--- config.mk ---
export PLATFORM = sky130hd
export DESIGN_NAME = kmp_stream_matcher
export DESIGN_NICKNAME = d
export VERILOG_FILES = /design/src/kmp_pkg.sv /design/src/kmp_tables.sv /design/src/kmp_ctrl.sv /design/src/kmp_stream_matcher.sv
export SDC_FILE = /design/constraint.sdc
export NUM_CORES = 1
export LEC_CHECK = 0
export BUFFER_PORTS_ARGS = -buffer_cell sky130_fd_sc_hd__buf_2
export CORE_MARGIN = 2
export CORE_UTILIZATION = 40
export CTS_CLUSTER_SIZE = 20
export DETAILED_ROUTE_END_ITERATION = 10
export PLACE_DENSITY_LB_ADDON = 0.08
export SLEW_MARGIN = 20
export SYNTH_ARGS = -nofsm -noshare
export SYNTH_HDL_FRONTEND = slang
export SYNTH_SLANG_ARGS = --single-unit
--- constraint.sdc ---
create_clock -name clock -period 6.3 [get_ports clock]
set_input_delay 1.575 -clock clock [delete_from_list [all_inputs] [get_ports clock]]
set_output_delay 1.575 -clock clock [all_outputs]
set_load 0.02 [all_outputs]
--- src/kmp_pkg.sv ---
`timescale 1ns / 1ps
// kmp_pkg: operation codes, field widths and the result record shared by the
// stream matcher sequencer and its top level. No dependencies.

package kmp_pkg;

   localparam int OP_W     = 2;
   localparam int SYM_W    = 8;
   localparam int MLEN_W   = 7;
   localparam int TPOS_W   = 32;

   localparam logic [OP_W-1:0] OP_CLEAR  = 2'd0;
   localparam logic [OP_W-1:0] OP_APPEND = 2'd1;
   localparam logic [OP_W-1:0] OP_TEXT   = 2'd2;

   typedef struct packed {
      logic              match;
      logic [TPOS_W-1:0] match_start;
      logic [MLEN_W-1:0] matched_length;
      logic              overflow;
   } kmp_result_type;

endpackage

--- src/kmp_tables.sv ---
`timescale 1ns / 1ps
// kmp_tables: pattern byte store and failure (prefix-function) table, each a
// single-write, single-read memory with registered read data. Uses kmp_pkg.

module kmp_tables
   import kmp_pkg::*;
#(
   parameter int DEPTH  = 64,
   parameter int ADDR_W = 6
) (
   input  logic              clock,
   input  logic              pat_we,
   input  logic [ADDR_W-1:0] pat_waddr,
   input  logic [SYM_W-1:0]  pat_wdata,
   input  logic [ADDR_W-1:0] pat_raddr,
   output logic [SYM_W-1:0]  pat_rdata,
   input  logic              fail_we,
   input  logic [ADDR_W-1:0] fail_waddr,
   input  logic [ADDR_W-1:0] fail_wdata,
   input  logic [ADDR_W-1:0] fail_raddr,
   output logic [ADDR_W-1:0] fail_rdata
);

   logic [SYM_W-1:0]  pat_mem  [DEPTH];
   logic [ADDR_W-1:0] fail_mem [DEPTH];
   logic [SYM_W-1:0]  pat_rd_ff;
   logic [ADDR_W-1:0] fail_rd_ff;

   always_ff @(posedge clock) begin
      if (pat_we) begin
         pat_mem[pat_waddr] <= pat_wdata;
      end
      pat_rd_ff <= pat_mem[pat_raddr];
   end

   always_ff @(posedge clock) begin
      if (fail_we) begin
         fail_mem[fail_waddr] <= fail_wdata;
      end
      fail_rd_ff <= fail_mem[fail_raddr];
   end

   assign pat_rdata  = pat_rd_ff;
   assign fail_rdata = fail_rd_ff;

endmodule

--- src/kmp_ctrl.sv ---
`timescale 1ns / 1ps
// kmp_ctrl: sequencer that walks the failure chain one compare per cycle for
// both pattern appends and text bytes. Uses kmp_pkg; drives kmp_tables.

module kmp_ctrl
   import kmp_pkg::*;
#(
   parameter int MAX_PATTERN = 64
) (
   input  logic                 clock,
   input  logic                 reset,
   input  logic                 req_valid,
   output logic                 req_ready,
   input  logic [OP_W-1:0]      req_op,
   input  logic [SYM_W-1:0]     req_symbol,
   output logic                 done_valid,
   input  logic                 done_ready,
   output kmp_result_type       done_result,
   output logic                 pat_we,
   output logic [((MAX_PATTERN > 1) ? $clog2(MAX_PATTERN) : 1)-1:0] pat_waddr,
   output logic [SYM_W-1:0]     pat_wdata,
   output logic [((MAX_PATTERN > 1) ? $clog2(MAX_PATTERN) : 1)-1:0] pat_raddr,
   input  logic [SYM_W-1:0]     pat_rdata,
   output logic                 fail_we,
   output logic [((MAX_PATTERN > 1) ? $clog2(MAX_PATTERN) : 1)-1:0] fail_waddr,
   output logic [((MAX_PATTERN > 1) ? $clog2(MAX_PATTERN) : 1)-1:0] fail_wdata,
   output logic [((MAX_PATTERN > 1) ? $clog2(MAX_PATTERN) : 1)-1:0] fail_raddr,
   input  logic [((MAX_PATTERN > 1) ? $clog2(MAX_PATTERN) : 1)-1:0] fail_rdata
);

   localparam int ADDR_W = (MAX_PATTERN > 1) ? $clog2(MAX_PATTERN) : 1;
   localparam int LEN_W  = $clog2(MAX_PATTERN + 1);

   localparam logic [1:0] ST_IDLE = 2'd0;
   localparam logic [1:0] ST_LOAD = 2'd1;
   localparam logic [1:0] ST_CMP  = 2'd2;
   localparam logic [1:0] ST_DONE = 2'd3;

   logic [1:0]        state_ff, state_in;
   logic [OP_W-1:0]   op_ff, op_in;
   logic [SYM_W-1:0]  sym_ff, sym_in;
   logic [LEN_W-1:0]  j_ff, j_in;
   logic [LEN_W-1:0]  plen_ff, plen_in;
   logic [LEN_W-1:0]  tml_ff, tml_in;
   logic [TPOS_W-1:0] tpos_ff, tpos_in;
   kmp_result_type    res_ff, res_in;

   logic              accept;
   logic              full;
   logic              hit;
   logic [LEN_W-1:0]  jr;
   logic [LEN_W-1:0]  tml_dec;
   logic [LEN_W-1:0]  plen_dec;
   logic [ADDR_W-1:0] frd_dec;
   logic [ADDR_W-1:0] tml_prev_addr;
   logic [ADDR_W-1:0] plen_prev_addr;
   logic [ADDR_W-1:0] frd_prev_addr;

   assign req_ready   = (state_ff == ST_IDLE);
   assign accept      = req_valid && req_ready;
   assign done_valid  = (state_ff == ST_DONE);
   assign done_result = res_ff;

   assign full = (plen_ff == LEN_W'(MAX_PATTERN));
   assign hit  = (pat_rdata == sym_ff);
   assign jr   = hit ? (j_ff + LEN_W'(1)) : '0;

   // Entry below a prefix length; clamp the empty case to entry zero.
   assign tml_dec        = tml_ff - LEN_W'(1);
   assign plen_dec       = plen_ff - LEN_W'(1);
   assign frd_dec        = fail_rdata - ADDR_W'(1);
   assign tml_prev_addr  = (tml_ff == '0) ? '0 : tml_dec[ADDR_W-1:0];
   assign plen_prev_addr = (plen_ff == '0) ? '0 : plen_dec[ADDR_W-1:0];
   assign frd_prev_addr  = (fail_rdata == '0) ? '0 : frd_dec;

   // Read addresses: probe pattern[j] and failure[j-1] for the next compare.
   always_comb begin
      pat_raddr  = tml_ff[ADDR_W-1:0];
      fail_raddr = plen_prev_addr;
      case (state_ff)
         ST_IDLE: begin
            pat_raddr = tml_ff[ADDR_W-1:0];
            if ((req_op == OP_TEXT) && (tml_ff != plen_ff)) begin
               fail_raddr = tml_prev_addr;
            end else begin
               fail_raddr = plen_prev_addr;
            end
         end
         ST_LOAD, ST_CMP: begin
            pat_raddr  = fail_rdata;
            fail_raddr = frd_prev_addr;
         end
         default: begin
            pat_raddr  = tml_ff[ADDR_W-1:0];
            fail_raddr = plen_prev_addr;
         end
      endcase
   end

   always_comb begin
      state_in   = state_ff;
      op_in      = op_ff;
      sym_in     = sym_ff;
      j_in       = j_ff;
      plen_in    = plen_ff;
      tml_in     = tml_ff;
      tpos_in    = tpos_ff;
      res_in     = res_ff;
      pat_we     = 1'b0;
      pat_waddr  = plen_ff[ADDR_W-1:0];
      pat_wdata  = req_symbol;
      fail_we    = 1'b0;
      fail_waddr = plen_ff[ADDR_W-1:0];
      fail_wdata = '0;

      case (state_ff)
         ST_IDLE: begin
            if (accept) begin
               op_in    = req_op;
               sym_in   = req_symbol;
               res_in   = '0;
               state_in = ST_DONE;
               case (req_op)
                  OP_CLEAR: begin
                     plen_in = '0;
                     tml_in  = '0;
                     tpos_in = '0;
                  end
                  OP_APPEND: begin
                     if (full) begin
                        res_in.overflow = 1'b1;
                     end else begin
                        pat_we = 1'b1;
                        if (plen_ff == '0) begin
                           fail_we = 1'b1;
                           plen_in = LEN_W'(1);
                        end else begin
                           state_in = ST_LOAD;
                        end
                     end
                  end
                  OP_TEXT: begin
                     if (plen_ff == '0) begin
                        res_in.match       = 1'b1;
                        res_in.match_start = tpos_ff + TPOS_W'(1);
                        tml_in             = '0;
                        tpos_in            = tpos_ff + TPOS_W'(1);
                     end else if (tml_ff == plen_ff) begin
                        state_in = ST_LOAD;
                     end else begin
                        j_in     = tml_ff;
                        state_in = ST_CMP;
                     end
                  end
                  default: begin
                  end
               endcase
            end
         end
         ST_LOAD: begin
            j_in     = LEN_W'(fail_rdata);
            state_in = ST_CMP;
         end
         ST_CMP: begin
            if (hit || (j_ff == '0)) begin
               res_in.matched_length = MLEN_W'(jr);
               state_in              = ST_DONE;
               if (op_ff == OP_APPEND) begin
                  fail_we    = 1'b1;
                  fail_wdata = jr[ADDR_W-1:0];
                  plen_in    = plen_ff + LEN_W'(1);
               end else begin
                  tml_in  = jr;
                  tpos_in = tpos_ff + TPOS_W'(1);
                  if (jr == plen_ff) begin
                     res_in.match       = 1'b1;
                     res_in.match_start = tpos_ff - TPOS_W'(plen_ff) + TPOS_W'(1);
                  end
               end
            end else begin
               // Fall back through the failure entry and probe again.
               j_in = LEN_W'(fail_rdata);
            end
         end
         ST_DONE: begin
            if (done_ready) begin
               state_in = ST_IDLE;
            end
         end
         default: begin
            state_in = ST_IDLE;
         end
      endcase
   end

   always_ff @(posedge clock) begin
      if (reset) begin
         state_ff <= ST_IDLE;
         plen_ff  <= '0;
         tml_ff   <= '0;
         tpos_ff  <= '0;
      end else begin
         state_ff <= state_in;
         plen_ff  <= plen_in;
         tml_ff   <= tml_in;
         tpos_ff  <= tpos_in;
      end
   end

   always_ff @(posedge clock) begin
      op_ff  <= op_in;
      sym_ff <= sym_in;
      j_ff   <= j_in;
      res_ff <= res_in;
   end

`ifndef SYNTH
   a_tml_bounded: assert property (@(posedge clock) disable iff (reset)
      tml_ff <= plen_ff)
      else $error("text match length exceeds pattern length");

   a_plen_bounded: assert property (@(posedge clock) disable iff (reset)
      plen_ff <= LEN_W'(MAX_PATTERN))
      else $error("pattern length exceeds capacity");

   a_probe_in_pattern: assert property (@(posedge clock) disable iff (reset)
      (state_ff == ST_CMP) |-> (j_ff < plen_ff))
      else $error("compare probes beyond the stored pattern");

   a_clear_zeroes: assert property (@(posedge clock) disable iff (reset)
      (accept && (req_op == OP_CLEAR)) |=> ((tpos_ff == '0) && (plen_ff == '0)))
      else $error("clear did not reset pattern and text position");
`endif

endmodule

--- src/kmp_stream_matcher.sv ---
`timescale 1ns / 1ps
// Clear, refused append, first pattern byte, unused op and any text byte on an
// empty pattern go straight to the result; other appends and text bytes walk
// the failure chain after a load step if it starts from the last failure
// entry, one table probe per cycle. One transaction at a time: no request is
// taken until the result moves to the output register. Synchronous reset
// empties the pattern, zeroes match length and text position; tables keep data.

module kmp_stream_matcher
   import kmp_pkg::*;
#(
   parameter int MAX_PATTERN = 64
) (
   input  logic              clock,
   input  logic              reset,
   input  logic              req_valid,
   output logic              req_ready,
   input  logic [OP_W-1:0]   req_op,
   input  logic [SYM_W-1:0]  req_symbol,
   output logic              rsp_valid,
   input  logic              rsp_ready,
   output logic              rsp_match,
   output logic [TPOS_W-1:0] rsp_match_start,
   output logic [MLEN_W-1:0] rsp_matched_length,
   output logic              rsp_overflow
);

   localparam int ADDR_W = (MAX_PATTERN > 1) ? $clog2(MAX_PATTERN) : 1;

   logic              done_valid;
   logic              done_ready;
   kmp_result_type    done_result;
   logic              pat_we;
   logic [ADDR_W-1:0] pat_waddr;
   logic [SYM_W-1:0]  pat_wdata;
   logic [ADDR_W-1:0] pat_raddr;
   logic [SYM_W-1:0]  pat_rdata;
   logic              fail_we;
   logic [ADDR_W-1:0] fail_waddr;
   logic [ADDR_W-1:0] fail_wdata;
   logic [ADDR_W-1:0] fail_raddr;
   logic [ADDR_W-1:0] fail_rdata;

   logic              rsp_valid_ff, rsp_valid_in;
   kmp_result_type    rsp_data_ff, rsp_data_in;

   kmp_ctrl #(
      .MAX_PATTERN (MAX_PATTERN)
   ) u_ctrl (
      .clock       (clock),
      .reset       (reset),
      .req_valid   (req_valid),
      .req_ready   (req_ready),
      .req_op      (req_op),
      .req_symbol  (req_symbol),
      .done_valid  (done_valid),
      .done_ready  (done_ready),
      .done_result (done_result),
      .pat_we      (pat_we),
      .pat_waddr   (pat_waddr),
      .pat_wdata   (pat_wdata),
      .pat_raddr   (pat_raddr),
      .pat_rdata   (pat_rdata),
      .fail_we     (fail_we),
      .fail_waddr  (fail_waddr),
      .fail_wdata  (fail_wdata),
      .fail_raddr  (fail_raddr),
      .fail_rdata  (fail_rdata)
   );

   kmp_tables #(
      .DEPTH  (MAX_PATTERN),
      .ADDR_W (ADDR_W)
   ) u_tables (
      .clock      (clock),
      .pat_we     (pat_we),
      .pat_waddr  (pat_waddr),
      .pat_wdata  (pat_wdata),
      .pat_raddr  (pat_raddr),
      .pat_rdata  (pat_rdata),
      .fail_we    (fail_we),
      .fail_waddr (fail_waddr),
      .fail_wdata (fail_wdata),
      .fail_raddr (fail_raddr),
      .fail_rdata (fail_rdata)
   );

   // Output register: load when empty or being drained this cycle.
   assign done_ready = !rsp_valid_ff || rsp_ready;

   always_comb begin
      rsp_valid_in = rsp_valid_ff;
      rsp_data_in  = rsp_data_ff;
      if (done_valid && done_ready) begin
         rsp_valid_in = 1'b1;
         rsp_data_in  = done_result;
      end else if (rsp_ready) begin
         rsp_valid_in = 1'b0;
      end
   end

   always_ff @(posedge clock) begin
      if (reset) begin
         rsp_valid_ff <= 1'b0;
      end else begin
         rsp_valid_ff <= rsp_valid_in;
      end
   end

   always_ff @(posedge clock) begin
      rsp_data_ff <= rsp_data_in;
   end

   assign rsp_valid          = rsp_valid_ff;
   assign rsp_match          = rsp_data_ff.match;
   assign rsp_match_start    = rsp_data_ff.match_start;
   assign rsp_matched_length = rsp_data_ff.matched_length;
   assign rsp_overflow       = rsp_data_ff.overflow;

endmodule

==> metrics.md <==
| Metric | Value |
|---|---|
| Final Wtd Congestion | `0.8461` |
| Slew of the pin with the lowest slew margin | `1171 ps` |
| Final WS setup | `1362 ps` |
| Reg2reg end | `u_ctrl.done_result[38]` |
| Hold Slack | `418.4 ps` |
| Antenna viol nets, final | `0` |
| Die Span Y | `344.2 um` |
| Status | `complete, no violations` |
| GRT Util Overall | `21.17%` |
| Global-route wire length before repair | `187,900 um` |
| Core Region | `114,500 sq um` |
| Critical path arrival | `5390 ps` |
| Number of flops mapped to enable cells by yosys | `995` |
| Share of cells above drive strength 1 | `9.793%` |
| Max Freq | `0.2025 GHz` |
| Max-cap check violation count | `0` |
| Post-synthesis sequential area ratio | `67.26%` |
| Max stage delay cell, worst path | `a2111oi_0` |
| Largest net degree at the start of global routing | `111` |
| IO Port Bufs | `56` |
| Leak Pwr | `19.00 nW` |
| 1st-pass router iterations | `6` |
| Relative slew slack | `21.74%` |
| Syn avg cell area | `12.80 sq um` |
| Crit path launch | `u_ctrl.plen_ff[2]` |
| Most frequent CP cell | `ha_1` |
| Primary FF master, synth | `edfxtp_1` |
| Data required time of the critical path | `6750 ps` |
| CTS tree | `yes` |
| Root Driver | `clkbuf_16` |
| Mapped Nets | `3,709` |
| Synth warn | `0` |
| DRC | `0` |
| Worst hold path type | `flop to flop` |
| Final setup viols | `0` |
| Clock skew | `22.07 ps` |
| Initial antenna violation count | `1` |
| Fin nets | `3,720` |
| RSZ-0062 raised after global routing | `false` |
| Worst r2r path cells | `12` |
| End of the critical path | `u_ctrl.done_result[38]` |
| Filler instances | `10,304` |
| Levels on crit path | `12` |
| # resized after CTS | `0` |
| CP Class | `flop to flop` |
| Routed Wire Length | `126,200 um` |
| Top Ports | `57` |
| CTS Hold Bufs | `0` |
| Period utilization | `78.38%` |
| Crit path max fanout | `15` |
| Via Count | `29,233` |
| #FFs+latches synth | `1,058` |
| Number of distinct library cells after synthesis | `88` |
| DR WL/cell | `24.08 um` |
| Post-synth ARST share | `0%` |
| CTS buffer count | `111` |
| Worst Setup End Kind | `flop` |
| Post-DP HPWL | `77,670 um` |
| CP Launch Type | `flop` |
| CP delay by family, top | `compound AO/OA/AOI/OAI gates` |
| H-tree Lvls | `3` |
| Row count | `124` |
| Worst path max stage delay | `800 ps` |
| Worst-Skew Late Latency | `710 ps` |
| WP buf/inv | `1` |
| Vias in the first global route | `29,682` |
| Die area | `118,500 sq um` |
| Initial drt markers | `2,474` |
| Tmin final | `4938 ps` |
| Worst vdd ir | `0.0003113 V` |
| Setup TNS | `0 ps` |
| Clock sinks | `1,058` |
| Setup slack at placement | `885.1 ps` |
| Area grow syn2layout | `11.69%` |
| Die X | `344.2 um` |
| Clock buffer depth | `3` |
| Initial Utilization | `40.43%` |
| Clk slew on worst S/H paths | `60 ps` |
| Power Dens Cells | `410.3 nW/um^2` |
| Synthesized area | `46,300 sq um` |
| Postcts setup bufs | `0` |
| Final Slew Violations | `0` |
| CP cell instances | `inv_1 > ha_1 > ha_1 > a21o_1 > a21oi_1 > o21ai_0 > a22oi_1 > a311o_1 > o211ai_1 > a2111oi_0 > o31ai_1 > nand3b_1` |
| Reg2Reg Launch Point | `u_ctrl.plen_ff[2]` |
| Reg2reg setup slack | `1360 ps` |
| Cell count after synthesis | `3,618` |
| Gr ovfl total | `0` |
| Vias per cell | `5.579` |
| Final Hold Viols | `0` |
[per-layer routing]
| metal | track usage [%] | routed length (um) |
|---|---|---|
| met5 | 0 | 0 |
| met4 | 6.784 | 3960 |
| met3 | 3.616 | 6252 |
| met2 | 35.63 | 61180 |
| met1 | 27.89 | 54780 |
[how the worst min path moves through the flow]
stage,endpoint,cells past startpoint,from
5_1_grt,rsp_match,0,u_ctrl.done_result[40]
3_5_place_dp,rsp_match_start[9],0,u_ctrl.done_result[17]
6_report,rsp_match_start[28],0,u_ctrl.done_result[36]
3_3_place_gp,rsp_match_start[17],0,u_ctrl.done_result[25]
2_1_floorplan,rsp_match,0,u_ctrl.done_result[40]
4_1_cts,rsp_match,0,u_ctrl.done_result[40]
[Yosys cell counts (all sizes together) (7+ instances only)]
library cell	instances	area [sq um]
o21ai	85	432.9
nand3	313	1567
nand4	14	87.58
o2111ai	16	140.1
clkbuf	146	548.0
nand2	590	2217
and3	64	400.4
mux2i	204	2042
a21boi	12	93.84
dfxtp	63	1261
a311oi	88	770.7
o31ai	11	82.58
a21o	12	90.09
nor3	50	261.5
o21a	9	67.56
nand2b	13	88.83
buf	71	480.5
nor2b	7	43.79
o22a	12	105.1
xor2	28	245.2
a21oi	97	489.2
and2	12	75.07
nor4	7	50.05
o211ai	29	217.7
ha	76	950.9
and4	7	61.31
edfxtp	995	29880
mux2	53	596.8
o22ai	17	106.4
xnor2	61	534.3
a31oi	27	168.9
inv	72	270.3
nor2	230	875.8
or3	44	275.3
[sequential cells by signal, indices dropped and copies added, names as in the netlist]
| register | count |
|---|---|
| u_tables.pat_mem | 512 |
| u_ctrl.tpos_ff | 32 |
| u_ctrl.j_ff | 7 |
| u_tables.fail_mem | 384 |
| u_ctrl.state_ff | 2 |
| u_ctrl.op_ff | 2 |
| rsp_matched_length | 7 |
| u_ctrl.sym_ff | 8 |
| u_ctrl.done_result | 41 |
| u_ctrl.tml_ff | 7 |
| rsp_match_start | 32 |
| rsp_match | 1 |
| u_tables.pat_rdata | 8 |
| rsp_overflow | 1 |
| u_tables.fail_rdata | 6 |
| u_ctrl.plen_ff | 7 |
| rsp_valid | 1 |
[metrics by stage]
stage | util (%) | cells | cell area, sq um | power, mW
after floorplan | - | 3618 | 46300 | 12.83
after detailed placement | 41.98 | 5027 | 48070 | 14.90
after global placement | 41.98 | 5027 | 48060 | 14.85
after global routing | 45.16 | 5239 | 51710 | 22.17
after CTS | 45.13 | 5238 | 51680 | 21.39
final | 45.16 | 5240 | 51710 | 21.22
[cells by family (layout without fill, tap and decap cells)]
family          after synthesis  after routing  share of synthesized area, %
mux                         257            257                         5.700
buf+inv                     294            403                         2.846
other cells                   0              1                             0
compound gates              469            469                         7.073
xor+xnor                     89             89                         1.684
fa+ha+maj                    77             77                         2.097
simple gates               1374           1374                         13.34
flops                      1058           1058                         67.26
[placed cells by master (no fill, tap or decap), drive strengths merged, types with 13 or more instances in the layout]
cell	netlist	layout
o22ai	17	17
xnor2	61	61
nand2	590	590
o2111ai	16	16
o21ai	85	85
clkbuf	146	162
edfxtp	995	995
nand3	313	313
a311oi	88	88
nand4	14	14
nor2	230	230
or3	44	44
o211ai	29	29
nor3	50	50
ha	76	76
a21oi	97	97
buf	71	115
mux2	53	53
clkinv	5	38
and3	64	64
mux2i	204	204
xor2	28	28
dfxtp	63	63
nand2b	13	13
a31oi	27	27
inv	72	75
[power by group]
group	internal (mW)	switching, mW
clock	3.76	2.73
combinational	2.01	4.53
sequential	8.03	0.159
total	13.8	7.42
[worst reg2reg max path: stages, from the launching register on]
cell and delay (ps):
dfxtp_1 720, inv_1 330, ha_1 410, ha_1 290, a21o_1 160, a21oi_1 280, o21ai_0 250, a22oi_1 610
a311o_1 320, o211ai_1 160, a2111oi_0 800, o31ai_1 160, nand3b_1 180
[final cells by class]
cell class                      count  area (sq um)  share of cell area [%]
Clock buffer                      162          3113                   6.020
Sequential cell                  1058         31140                   60.22
Multi-Input combinational cell   2266         13980                   27.04
Antenna cell                        1         2.502                0.004839
Inverter                           77         295.3                  0.5711
Tap cell                         1512          1892                   3.659
Timing Repair Buffer              115         785.8                   1.520
Clock inverter                     49         498.0                  0.9631
Note: power is estimated with default switching activity, not from simulation.
